## config.mk

```make
export PLATFORM = sky130hd
export DESIGN_NAME = pulse_width_classifying_counter_unit
export DESIGN_NICKNAME = d
export VERILOG_FILES = /design/src/rtl/pwcc_pkg.sv /design/src/rtl/pulse_width_classifying_counter_unit.sv /design/src/rtl/pwcc_cfg_regs.sv /design/src/rtl/pwcc_core.sv
export SDC_FILE = /design/constraint.sdc
export NUM_CORES = 1
export LEC_CHECK = 0
export ABC_CLOCK_PERIOD_IN_PS = 13800
export BUFFER_PORTS_ARGS = -buffer_cell sky130_fd_sc_hd__buf_2
export CAP_MARGIN = 20
export CORE_MARGIN = 8
export CORE_UTILIZATION = 59
export CTS_BUF_LIST = sky130_fd_sc_hd__clkbuf_4
export DETAILED_ROUTE_END_ITERATION = 12
export PLACE_DENSITY = 0.8
export SETUP_SLACK_MARGIN = 0.15
export SLEW_MARGIN = 40
export SYNTH_ARGS = -nofsm -noshare
export SYNTH_HDL_FRONTEND = slang
export SYNTH_HIERARCHICAL = 1
export SYNTH_SLANG_ARGS = --single-unit
```

## constraint.sdc

```tcl
create_clock -name i_clk -period 13.8 [get_ports i_clk]
set_clock_uncertainty 0.1 [all_clocks]
set_input_delay 2.07 -clock i_clk [delete_from_list [all_inputs] [get_ports i_clk]]
set_output_delay 2.07 -clock i_clk [all_outputs]
set_load 0.05 [all_outputs]
```

## src/rtl/pwcc_pkg.sv

```systemverilog
// ----------------------------------------------------------------------------
// pwcc_pkg
// Shared types and constants for the pulse width classifying counter.
// ----------------------------------------------------------------------------
`default_nettype none

package pwcc_pkg;

    localparam int unsigned CntW   = 32;
    localparam int unsigned TimeW  = 32;
    localparam int unsigned WidthW = 16;
    localparam int unsigned CmdW   = 2;
    localparam int unsigned ApbDW  = 32;
    localparam int unsigned ApbAW  = 4;

    // Weight of a pulse above the long threshold
    localparam logic [1:0] LongWeight = 2'd2;

    // Reset values of the configuration registers
    localparam logic [WidthW-1:0] DeadTimeRst  = 16'd20;
    localparam logic [WidthW-1:0] MaxPulseRst  = 16'd500;
    localparam logic [WidthW-1:0] LongPulseRst = 16'd150;

    // Event commands
    typedef enum logic [CmdW-1:0] {
        CMD_FALL = 2'd0,
        CMD_RISE = 2'd1,
        CMD_READ = 2'd2
    } t_cmd;

    // Register word index (paddr[3:2])
    typedef enum logic [1:0] {
        REG_DEAD_TIME  = 2'd0,
        REG_MAX_PULSE  = 2'd1,
        REG_LONG_PULSE = 2'd2
    } t_reg_idx;

    // Configuration handed from the register file to the datapath
    typedef struct packed {
        logic [WidthW-1:0] dead_time_us;
        logic [WidthW-1:0] max_pulse_us;
        logic [WidthW-1:0] long_pulse_us;
    } t_cfg;

endpackage : pwcc_pkg

`default_nettype wire

```

## src/rtl/pulse_width_classifying_counter_unit.sv

```systemverilog
// Path: an accepted word is held in the input register, passes the counter
// update and is written to the result register once that register is free.
// Throughput: one word per cycle unless the output stalls; the counter update
// sits in a single stage between the input register and the result register.
// Reset (synchronous, active low) clears both stages, the counters, the fall
// stamp and the changed flag, and loads the thresholds 20, 500 and 150 us.
// ----------------------------------------------------------------------------
// pulse_width_classifying_counter_unit
// Pulse width qualifier: times detector pulses and keeps weighted, error and
// long-pulse counts, with an APB-style port for the width thresholds.
// ----------------------------------------------------------------------------
`default_nettype none

module pulse_width_classifying_counter_unit (
    input  wire logic                        i_clk,
    input  wire logic                        i_rst_n,
    // APB-style configuration
    input  wire logic                        psel,
    input  wire logic                        penable,
    input  wire logic                        pwrite,
    input  wire logic [pwcc_pkg::ApbAW-1:0]  paddr,
    input  wire logic [pwcc_pkg::ApbDW-1:0]  pwdata,
    output logic      [pwcc_pkg::ApbDW-1:0]  prdata,
    output logic                             pready,
    // Event input
    input  wire logic                        i_in_valid,
    output logic                             o_in_stall,
    input  wire logic [pwcc_pkg::CmdW-1:0]   i_cmd,
    input  wire logic [pwcc_pkg::TimeW-1:0]  i_time_us,
    // Result output
    output logic                             o_out_valid,
    input  wire logic                        i_out_stall,
    output logic      [pwcc_pkg::CntW-1:0]   o_pulse_count,
    output logic                             o_changed,
    output logic      [pwcc_pkg::WidthW-1:0] o_last_width_us,
    output logic      [pwcc_pkg::CntW-1:0]   o_error_count,
    output logic      [pwcc_pkg::CntW-1:0]   o_long_count
);
    import pwcc_pkg::*;

    t_cfg cfg;

    // Threshold registers
    pwcc_cfg_regs u_cfg_regs (
        .i_clk   (i_clk),
        .i_rst_n (i_rst_n),
        .psel    (psel),
        .penable (penable),
        .pwrite  (pwrite),
        .paddr   (paddr),
        .pwdata  (pwdata),
        .prdata  (prdata),
        .pready  (pready),
        .o_cfg   (cfg)
    );

    // Event datapath
    pwcc_core u_core (
        .i_clk           (i_clk),
        .i_rst_n         (i_rst_n),
        .i_cfg           (cfg),
        .i_in_valid      (i_in_valid),
        .o_in_stall      (o_in_stall),
        .i_cmd           (i_cmd),
        .i_time_us       (i_time_us),
        .o_out_valid     (o_out_valid),
        .i_out_stall     (i_out_stall),
        .o_pulse_count   (o_pulse_count),
        .o_changed       (o_changed),
        .o_last_width_us (o_last_width_us),
        .o_error_count   (o_error_count),
        .o_long_count    (o_long_count)
    );

endmodule : pulse_width_classifying_counter_unit

`default_nettype wire

```

## src/rtl/pwcc_cfg_regs.sv

```systemverilog
// ----------------------------------------------------------------------------
// pwcc_cfg_regs
// APB-style register file holding the three pulse width thresholds.
// ----------------------------------------------------------------------------
`default_nettype none

module pwcc_cfg_regs (
    input  wire logic                      i_clk,
    input  wire logic                      i_rst_n,
    input  wire logic                      psel,
    input  wire logic                      penable,
    input  wire logic                      pwrite,
    input  wire logic [pwcc_pkg::ApbAW-1:0] paddr,
    input  wire logic [pwcc_pkg::ApbDW-1:0] pwdata,
    output logic      [pwcc_pkg::ApbDW-1:0] prdata,
    output logic                           pready,
    output pwcc_pkg::t_cfg                 o_cfg
);
    import pwcc_pkg::*;

    t_cfg     r_cfg;
    t_cfg     n_cfg;
    t_reg_idx reg_idx;
    logic     wr_en;

    assign reg_idx = t_reg_idx'(paddr[3:2]);
    assign wr_en   = psel && penable && pwrite;
    assign pready  = 1'b1;

    // Decode writes
    always_comb begin
        n_cfg = r_cfg;
        if (wr_en) begin
            unique case (reg_idx)
                REG_DEAD_TIME:  n_cfg.dead_time_us  = pwdata[WidthW-1:0];
                REG_MAX_PULSE:  n_cfg.max_pulse_us  = pwdata[WidthW-1:0];
                REG_LONG_PULSE: n_cfg.long_pulse_us = pwdata[WidthW-1:0];
                default:        n_cfg = r_cfg;
            endcase
        end
    end

    // Hold register values
    always_ff @(posedge i_clk) begin
        if (!i_rst_n) begin
            r_cfg.dead_time_us  <= DeadTimeRst;
            r_cfg.max_pulse_us  <= MaxPulseRst;
            r_cfg.long_pulse_us <= LongPulseRst;
        end else begin
            r_cfg <= n_cfg;
        end
    end

    // Read mux
    always_comb begin
        unique case (reg_idx)
            REG_DEAD_TIME:  prdata = {{(ApbDW-WidthW){1'b0}}, r_cfg.dead_time_us};
            REG_MAX_PULSE:  prdata = {{(ApbDW-WidthW){1'b0}}, r_cfg.max_pulse_us};
            REG_LONG_PULSE: prdata = {{(ApbDW-WidthW){1'b0}}, r_cfg.long_pulse_us};
            default:        prdata = '0;
        endcase
    end

    assign o_cfg = r_cfg;

endmodule : pwcc_cfg_regs

`default_nettype wire

```

## src/rtl/pwcc_core.sv

```systemverilog
// ----------------------------------------------------------------------------
// pwcc_core
// Input register, pulse classification and counter update, result register.
// ----------------------------------------------------------------------------
`default_nettype none

module pwcc_core (
    input  wire logic                        i_clk,
    input  wire logic                        i_rst_n,
    input  wire pwcc_pkg::t_cfg              i_cfg,
    input  wire logic                        i_in_valid,
    output logic                             o_in_stall,
    input  wire logic [pwcc_pkg::CmdW-1:0]   i_cmd,
    input  wire logic [pwcc_pkg::TimeW-1:0]  i_time_us,
    output logic                             o_out_valid,
    input  wire logic                        i_out_stall,
    output logic      [pwcc_pkg::CntW-1:0]   o_pulse_count,
    output logic                             o_changed,
    output logic      [pwcc_pkg::WidthW-1:0] o_last_width_us,
    output logic      [pwcc_pkg::CntW-1:0]   o_error_count,
    output logic      [pwcc_pkg::CntW-1:0]   o_long_count
);
    import pwcc_pkg::*;

    // Input stage
    logic              r_in_valid;
    logic [CmdW-1:0]   r_cmd;
    logic [TimeW-1:0]  r_time;

    // Block state
    logic [TimeW-1:0]  r_fall_stamp, n_fall_stamp;
    logic [CntW-1:0]   r_count,      n_count;
    logic [CntW-1:0]   r_error,      n_error;
    logic [CntW-1:0]   r_long,       n_long;
    logic [WidthW-1:0] r_width,      n_width;
    logic              r_changed,    n_changed;

    // Result stage
    logic              r_out_valid;
    logic [CntW-1:0]   r_res_count;
    logic              r_res_changed;
    logic [WidthW-1:0] r_res_width;
    logic [CntW-1:0]   r_res_error;
    logic [CntW-1:0]   r_res_long;

    logic              advance;
    logic              fire;
    logic [WidthW-1:0] meas_width;
    logic              is_err;
    logic              is_long;
    logic [1:0]        weight;
    logic [CntW-1:0]   shown_count;
    logic              shown_changed;

    // Result register frees when empty or being taken
    assign advance    = !r_out_valid || !i_out_stall;
    assign fire       = r_in_valid && advance;
    assign o_in_stall = r_in_valid && !advance;

    // Capture incoming word
    always_ff @(posedge i_clk) begin
        if (!i_rst_n) begin
            r_in_valid <= 1'b0;
        end else if (!o_in_stall) begin
            r_in_valid <= i_in_valid;
        end
    end

    always_ff @(posedge i_clk) begin
        if (!o_in_stall && i_in_valid) begin
            r_cmd  <= i_cmd;
            r_time <= i_time_us;
        end
    end

    // Classify the pulse ending at this rising edge
    assign meas_width = r_time[WidthW-1:0] - r_fall_stamp[WidthW-1:0];
    assign is_err     = (meas_width < i_cfg.dead_time_us) || (meas_width > i_cfg.max_pulse_us);
    assign is_long    = meas_width > i_cfg.long_pulse_us;

    always_comb begin
        if (is_long) begin
            weight = LongWeight;
        end else if (is_err) begin
            weight = 2'd0;
        end else begin
            weight = 2'd1;
        end
    end

    // Next state and shown values
    always_comb begin
        n_fall_stamp  = r_fall_stamp;
        n_error       = r_error;
        n_long        = r_long;
        n_width       = r_width;
        shown_count   = r_count;
        shown_changed = r_changed;
        n_count       = r_count;
        n_changed     = r_changed;
        unique case (t_cmd'(r_cmd))
            CMD_FALL: begin
                n_fall_stamp = r_time;
            end
            CMD_RISE: begin
                n_width       = meas_width;
                n_error       = r_error + {{(CntW-1){1'b0}}, is_err};
                n_long        = r_long + {{(CntW-1){1'b0}}, is_long};
                shown_count   = r_count + {{(CntW-2){1'b0}}, weight};
                shown_changed = 1'b1;
                n_count       = shown_count;
                n_changed     = 1'b1;
            end
            CMD_READ: begin
                n_count   = '0;
                n_changed = 1'b0;
            end
            default: begin
                n_fall_stamp = r_fall_stamp;
            end
        endcase
    end

    // Advance block state once per processed word
    always_ff @(posedge i_clk) begin
        if (!i_rst_n) begin
            r_fall_stamp <= '0;
            r_count      <= '0;
            r_error      <= '0;
            r_long       <= '0;
            r_width      <= '0;
            r_changed    <= 1'b0;
        end else if (fire) begin
            r_fall_stamp <= n_fall_stamp;
            r_count      <= n_count;
            r_error      <= n_error;
            r_long       <= n_long;
            r_width      <= n_width;
            r_changed    <= n_changed;
        end
    end

    // Result register
    always_ff @(posedge i_clk) begin
        if (!i_rst_n) begin
            r_out_valid <= 1'b0;
        end else if (advance) begin
            r_out_valid <= r_in_valid;
        end
    end

    always_ff @(posedge i_clk) begin
        if (fire) begin
            r_res_count   <= shown_count;
            r_res_changed <= shown_changed;
            r_res_width   <= n_width;
            r_res_error   <= n_error;
            r_res_long    <= n_long;
        end
    end

    assign o_out_valid     = r_out_valid;
    assign o_pulse_count   = r_res_count;
    assign o_changed       = r_res_changed;
    assign o_last_width_us = r_res_width;
    assign o_error_count   = r_res_error;
    assign o_long_count    = r_res_long;

endmodule : pwcc_core

`default_nettype wire

```

==> results of run 1 <==
power by group:
group	switching, W	internal, W
Combinational	0.000190	0.0000731
Sequential	0.0000111	0.000981
Clock	0.000374	0.000462
worst max path at each step:
stage / endpoint / depth (start not counted) / start
floorplan: u_core/r_error[30] / 7 / i_out_stall
global placement: u_core/o_pulse_count[26] / 26 / u_core/r_time[0]
detailed placement: u_core/o_pulse_count[26] / 26 / u_core/r_time[0]
CTS: u_core/o_pulse_count[26] / 26 / u_core/r_time[0]
global route: u_core/o_pulse_count[26] / 25 / u_core/r_time[0]
finish: u_core/o_pulse_count[26] / 26 / u_core/r_time[0]
layout make-up:
cell class	count	area [um^2]
Clock buffer	115	863
Inverter	87	334
Clock inverter	32	240
Multi-Input combinational cell	1155	7790
Sequential cell	310	7520
Timing Repair Buffer	181	948
Tap cell	341	427
Antenna cell	1	2.50
Fill cell	2176	8750
sequential cells by signal, summed over array words and instances (netlist names), 2 cells and up:
name and cells:
u_cfg_regs/o_cfg 48, u_core/r_cmd 2, u_core/r_count 32, u_core/o_long_count 32, u_core/r_time 16, u_core/o_error_count 32
u_core/o_pulse_count 32, u_core/o_last_width_us 16, u_core/r_long 32, u_core/r_width 16, u_core/r_error 32, u_core/r_fall_stamp 16
worst register-to-register path, cell delays in order, from the launching register on:
cell,delay (ns)
edfxtp_1,0.40
inv_1,0.08
ha_1,0.18
inv_1,0.06
fa_1,0.43
a211oi_1,0.35
o211ai_1,0.23
a311oi_1,0.38
nor2_1,0.10
xnor2_1,0.29
inv_1,0.14
ha_1,0.32
nand3_1,0.17
nor3_1,0.26
o31ai_1,0.14
a311oi_1,0.33
o211ai_1,0.27
nor2_1,0.18
ha_1,0.18
inv_1,0.06
fa_1,0.39
and2b_1,0.33
nand3_1,0.27
nor4_4,0.76
nand3_1,0.25
nor2_1,0.18
xor2_1,0.09
synthesized netlist by cell type (3+ instances only):
library cell    n  area (um^2)
xnor2_1       123         1080
mux2i_1        62          621
o31ai_1         3         22.5
inv_1          87          327
a31oi_1        10         62.6
buf_6           5         56.3
nand4b_1        6         52.6
or3_1          13         81.3
and2_1         66          413
clkbuf_1       65          244
edfxtp_1      131         3930
buf_1           5         18.8
o21ai_0        79          395
a21boi_1        4         30.0
a22oi_1         6         45.0
a21oi_1        48          240
xor2_1         28          245
and4_1         13          114
buf_4          23          173
o21bai_1        3         22.5
nand4_1        32          200
and3_1         34          213
o211ai_1       11         82.6
nor2_1         58          218
nor2b_1        32          200
mux2_2         18          203
a31o_2          4         35.0
nand2b_1        4         25.0
nand2_1       207          777
a311oi_1        3         26.3
buf_2          13         65.1
and4_4          3         33.8
ha_1           71          888
a21boi_0       50          375
dfxtp_1       179         3580
nand3_1        71          355
o21a_1          5         37.5
a21o_1          6         45.0
nor3_1         20          100
a211oi_1        3         22.5
kinds of logic (layout without fill, tap and decap cells):
family	after synthesis	count (layout)	share of synthesized area (%)
XOR/XNOR	151	151	8.19
buffers and inverters	200	415	5.63
AND/OR/NAND/NOR	587	587	19.1
other	2	18	0.0465
multiplexers	80	80	5.10
AO/OA/AOI/OAI	247	247	9.57
adder cells (fa/ha/maj)	73	73	5.75
flip-flops	310	310	46.6
metal layers:
layer  vias to the layer above  share of wire [%]  wire length [um]  global-route usage (%)
met3                        89                6.3              2270                    5.29
li1                       6073                  -                 -                       -
met2                       392                 48             17300                    36.6
met5                         -              0.036                13                       0
met4                         2                3.2              1140                    10.3
met1                      5778                 42             15200                    25.5
per-stage QoR:
stage / util [%] / setup slack, ns / cell area (um^2) / cells / power, W
finish: 67.4 / 6.61 / 18100 / 2222 / 0.00209
global route: 67.4 / 6.12 / 18100 / 2222 / 0.00219
CTS: 67.4 / 6.73 / 18100 / 2220 / 0.00212
detailed placement: 63.2 / 6.82 / 17000 / 2073 / 0.00127
global placement: 63.1 / 7.06 / 17000 / 2072 / 0.00127
floorplan: - / 7.10 / 16200 / 1665 / 0.00121
==> results.txt, run 1 <==
Status: completed
Reg2Reg Depth: 26
Static leakage: 7.17 nW
Number of global-route vias before repair: 12,600
Peak supply drop: 0.0704 mV
GRT Total Usage: 21.6%
RSZ-0062 raised after global routing: no
Fin crit period: 7.19 ns
R2R setup slack: 6.61 ns
Most frequent cells in the layout: nand2_1 (207), dfxtp_1 (179), buf_2 (172), edfxtp_1 (131), xnor2_1 (123)
Hold path cells: 2
Crit Path Class: reg -> reg
Setup TNS: 0 ns
# hold bufs at CTS: 0
TritonCTS buffer count: 80
Most numerous cell on the critical path: inv_1
NumNets Final: 1,965
Grt total ovfl: 0
DR vias: 12,300
Data required, critical path: 14.10 ns
Hold path start: u_core/r_fall_stamp[11]
Post-CTS Resized: 0
Worst Hold Class: reg -> reg
Num Clock Sinks: 310
Htree depth: 3
Sequential area share after synthesis: 46.6%
Ys Warns: 6
DP HPWL: 24.4 mm
Drt wl/cell: 16.2 um
Crit path max-delay family: simple AND/OR/NAND/NOR gates
CTS tree: done
FP Rows: 60
# IOs: 225
Slew Viols, Final: 0
Vias per cell: 5.55
Crit-path slowest cell: nor4_4
Period Utilization, post-route: 52.1%
Worst setup EP type: flip-flop
Clock slew at reported path FFs: 0.07 ns
CP arrival: 7.49 ns
Post-Syn Instances: 1,650
Clock Tree Buf Depth: 3
Max_slew headroom: 47.9%
Leading cell type in the layout, fill and taps excluded: nand2_1
DRC: 0
Worst reg2reg path startpoint: u_core/r_time[0]
Core ar.: 0.0269 mm^2
Routability cong.: 0.892
Die height: 181 um
Final Hold Vio Count: 0
Main synth FF type: dfxtp_1
Global-route wire length before repair: 59.5 mm
Iteration-0 DRC Markers: 777
Die ar.: 0.0329 mm^2
Initial Util: 60.1%
Fmax: 0.139 GHz
WHS Endpoint: u_core/r_fall_stamp[11]
Post-route ant nets: 0
Yosys reg bits: 310
Post-synth EDFFs: 131
Max-cap violations: 0
Worst-Margin Slew: 0.781 ns
Area grow syn2layout: 12.3%
Post-synth ARST share: 0%
Yosys cell types: 74
Pre-antenna DRT Iters: 5
Worst r2r dst: u_core/o_pulse_count[26]
CP bufs+invs: 4
Port Buf Inserts: 173
Post-CTS Setup Inserts: 0
Final setup violation count: 0
Crit start category: flip-flop
Max incr delay on CP: 0.76 ns
CP Max Fanout: 14
Clk_lat worst skew: 0.68 ns
PD cells: 115 mW/mm^2
Mapped Avg Cell Area: 9.78 um^2
Root buf cell: clkbuf_4
Final wirelength: 35.9 mm
Antenna violations before repair: 2
Die X: 181 um
Syn Std Cell Area: 0.0161 mm^2
Hold_ws: 0.365 ns
Layout cells sized above 1: 19.1%
Largest net degree at the start of global routing: 121
Power figures use the tool's default switching activity.
==> run 2: changes to the inputs <==
Settings changed: ABC_CLOCK_PERIOD_IN_PS 13800 to 6250, CORE_UTILIZATION 59 to 54, PLACE_DENSITY 0.8 to 0.77.
Clock period 13.8 ns to 6.25 ns, I/O delays scaled along.
==> run 2 against run 1 <==
Effect of this change: non-clock buffer count increased by 28; via count fell by 0.16%; global-route usage fell by 1.5 points; utilization decreased by 4.6 points; die area is 8.4% higher; total power up 120%; sequential share of layout area fell by 1.0 points; critical path type unchanged; highest routed layer is now met4.
==> results.txt, run 2 (synthesized netlist as in run 1, its figures left out) <==
Status: completed
Sw Ratio: 27.4% (-0.092 points)
Htree depth: 3 (unchanged)
Iteration-0 DRC Markers: 709 (-8.8%)
Slew Viols, Final: 0 (unchanged)
Die ar.: 0.0357 mm^2 (+8.4%)
Drt wl/cell: 15.8 um (-2.0%)
Clock slew at reported path FFs: 0.06 ns (about the same)
Static leakage: 7.33 nW (+2.3%)
Peak supply drop: 0.208 mV (+200%)
Area grow syn2layout: 15.1%
Fin crit period: 5.73 ns (-1.46 ns)
NumNets Final: 1,995 (+1.5%)
Most frequent cells in the layout: nand2_1 (206), dfxtp_1 (179), buf_2 (172), clkbuf_4 (132), edfxtp_1 (131)
CP Launch Point: u_core/r_time[0]
Die height: 189 um (+4.1%)
Final setup violation count: 0 (unchanged)
Clk_lat worst skew: 0.69 ns (about the same)
Max_slew headroom: 43.8% (-4.1 points)
Crit start category: flip-flop
DRC: 0 (unchanged)
Largest net degree at the start of global routing: 85 (-30%)
RSZ-0062 raised after global routing: yes
Combinational cell fraction of total power: 13.0% (+0.4 points)
Max-cap violations: 0 (unchanged)
Flop pwr share: 46.9% (-0.5 points)
TritonCTS buffer count: 82 (+2.5%)
Post-route ant nets: 0 (unchanged)
Global-route wire length before repair: 60.0 mm (+0.88%)
Grt total ovfl: 0 (unchanged)
Sw Pwr: 0.00128 W (+120%)
CTS tree: done
Number of global-route vias before repair: 12,300 (-2.2%)
DP HPWL: 25.4 mm (+4.1%)
CP arrival: 6.07 ns (-1.42 ns)
Final cell count without fillers: 2,306 (+3.8%)
Data required, critical path: 6.59 ns (-7.51 ns)
Worst r2r dst: u_core/o_error_count[30]
Num Clock Sinks: 310 (unchanged)
Reg2Reg Depth: 26 (unchanged)
Clk network pwr share: 40.1% (about the same)
Leading cell type in the layout, fill and taps excluded: nand2_1
Worst Hold Class: in -> reg
Hold path start: i_time_us[10]
Routability cong.: 0.854 (-4.2%)
Port Buf Inserts: 173 (unchanged)
Period Utilization, post-route: 91.6% (+40 points)
Layout cells sized above 1: 22.4% (+3.3 points)
Worst-Margin Slew: 0.844 ns (+0.0630 ns)
Final wirelength: 36.5 mm (+1.7%)
Crit Path Class: reg -> reg
Hold path cells: 1 (-1)
Worst reg2reg path startpoint: u_core/r_time[0]
Initial Util: 54.6% (-5.5 points)
Vias per cell: 5.34 (-3.8%)
Fmax: 0.175 GHz (+26%)
Core ar.: 0.0296 mm^2 (+10%)
Setup TNS: 0 ns (unchanged)
PD cells: 252 mW/mm^2 (+120%)
Max FFs per register: 48 (unchanged)
Root buf cell: clkbuf_4
Die X: 189 um (+4.1%)
Inst Count DP: 2,142 (+3.3%)
Worst setup EP type: flip-flop
WHS Endpoint: u_core/r_time[10]
FP Rows: 63 (+5.0%)
Final Hold Vio Count: 0 (unchanged)
Antenna violations before repair: 2 (unchanged)
Clock Tree Buf Depth: 3 (unchanged)
DR vias: 12,300 (-0.16%)
Pint: 0.00339 W (+120%)
GRT Total Usage: 20.1% (-1.5 points)
R2R setup slack: 0.52 ns (-6.09 ns)
# IOs: 225 (unchanged)
Pre-antenna DRT Iters: 5 (unchanged)
CP Max Fanout: 7 (-7)
## run 2: changes by cell type in the layout (fill, tap and decap cells not counted), sizes merged, moves of 2 or more
cell | previous run | this run
buf | 181 | 209
clkbuf | 115 | 132
clkinv | 26 | 14
clkinvlp | 0 | 3
bufinv | 4 | 2
diode | 1 | 3
## run 2: layout make-up
type                       count  area [um^2]
clock inverter                20          156
antenna                        3         7.51
sequential                   310         7520
timing repair buffer         209         1150
fill                        2463        11000
tap                          390          488
multi-input combinational   1155         7930
clock buffer                 132          991
inverter                      87          332
## run 2: worst max-delay path by stage
stage / endpoint / slack, ns / cells past startpoint
floorplan: u_core/o_pulse_count[26] / 0.67 / 27
global placement: u_core/o_pulse_count[22] / 0.08 / 26
detailed placement: u_core/o_pulse_count[22] / -0.007 / 26
CTS: u_core/r_count[30] / 0.22 / 28
global route: u_core/o_pulse_count[18] / 0.14 / 26
finish: u_core/o_error_count[30] / 0.52 / 26
## run 2: metrics by stage
stage	power, W	setup slack [ns]	hold WS (ns)	utilization, %	area, um^2
after floorplan	0.00268	0.667	0.328	-	16200
after global placement	0.00282	0.0769	0.334	58.1	17200
after detailed placement	0.00283	-0.00685	0.345	58.2	17200
after CTS	0.00473	0.222	0.289	62.2	18400
after global routing	0.00492	0.138	0.275	62.8	18600
final	0.00467	0.525	0.348	62.8	18600
## run 2: power by group through the flow
stage	clock (W)	combinational (W)	sequential, W
finish	0.00187	0.000606	0.00219
global route	0.00206	0.000663	0.00220
CTS	0.00194	0.000594	0.00219
detailed placement	0	0.000591	0.00224
global placement	0	0.000579	0.00224
floorplan	0	0.000312	0.00237
## run 2: metal layers
metal  part of all wire, %  global-route usage, %  vias up  routed length (um)
li1                      -                      -     6129                   -
met5                     0                      0        -                   0
met1                    43                   24.5     5775               15800
met3                   6.3                   4.99       70                2300
met4                   2.7                   8.12        0                 991
met2                    48                   33.7      340               17500
## run 2: what timing repair did
action	in CTS	in global routing
pin swaps	1	15
resized for setup	2	32
buffers inserted	2	7
hold buffers	0	0
endpoints found under the setup margin	11	82
endpoints found under the hold margin	0	0
## run 2: worst max-delay path, stage by stage, from the launching register on
cell and delay, ns:
edfxtp_1 0.41, inv_1 0.08, ha_2 0.18, inv_1 0.06
fa_2 0.39, a211oi_4 0.28, o211ai_1 0.17, buf_4 0.19
a311oi_1 0.25, o21bai_1 0.10, xnor2_1 0.12, buf_4 0.16
ha_1 0.31, nand3_1 0.11, or2_2 0.31, a31oi_1 0.22
o31ai_1 0.10, o211ai_1 0.21, buf_4 0.18, buf_4 0.09
ha_1 0.17, ha_1 0.19, and4_2 0.31, nand4_4 0.18
nor4_2 0.37, nand2_1 0.14, xnor2_1 0.15
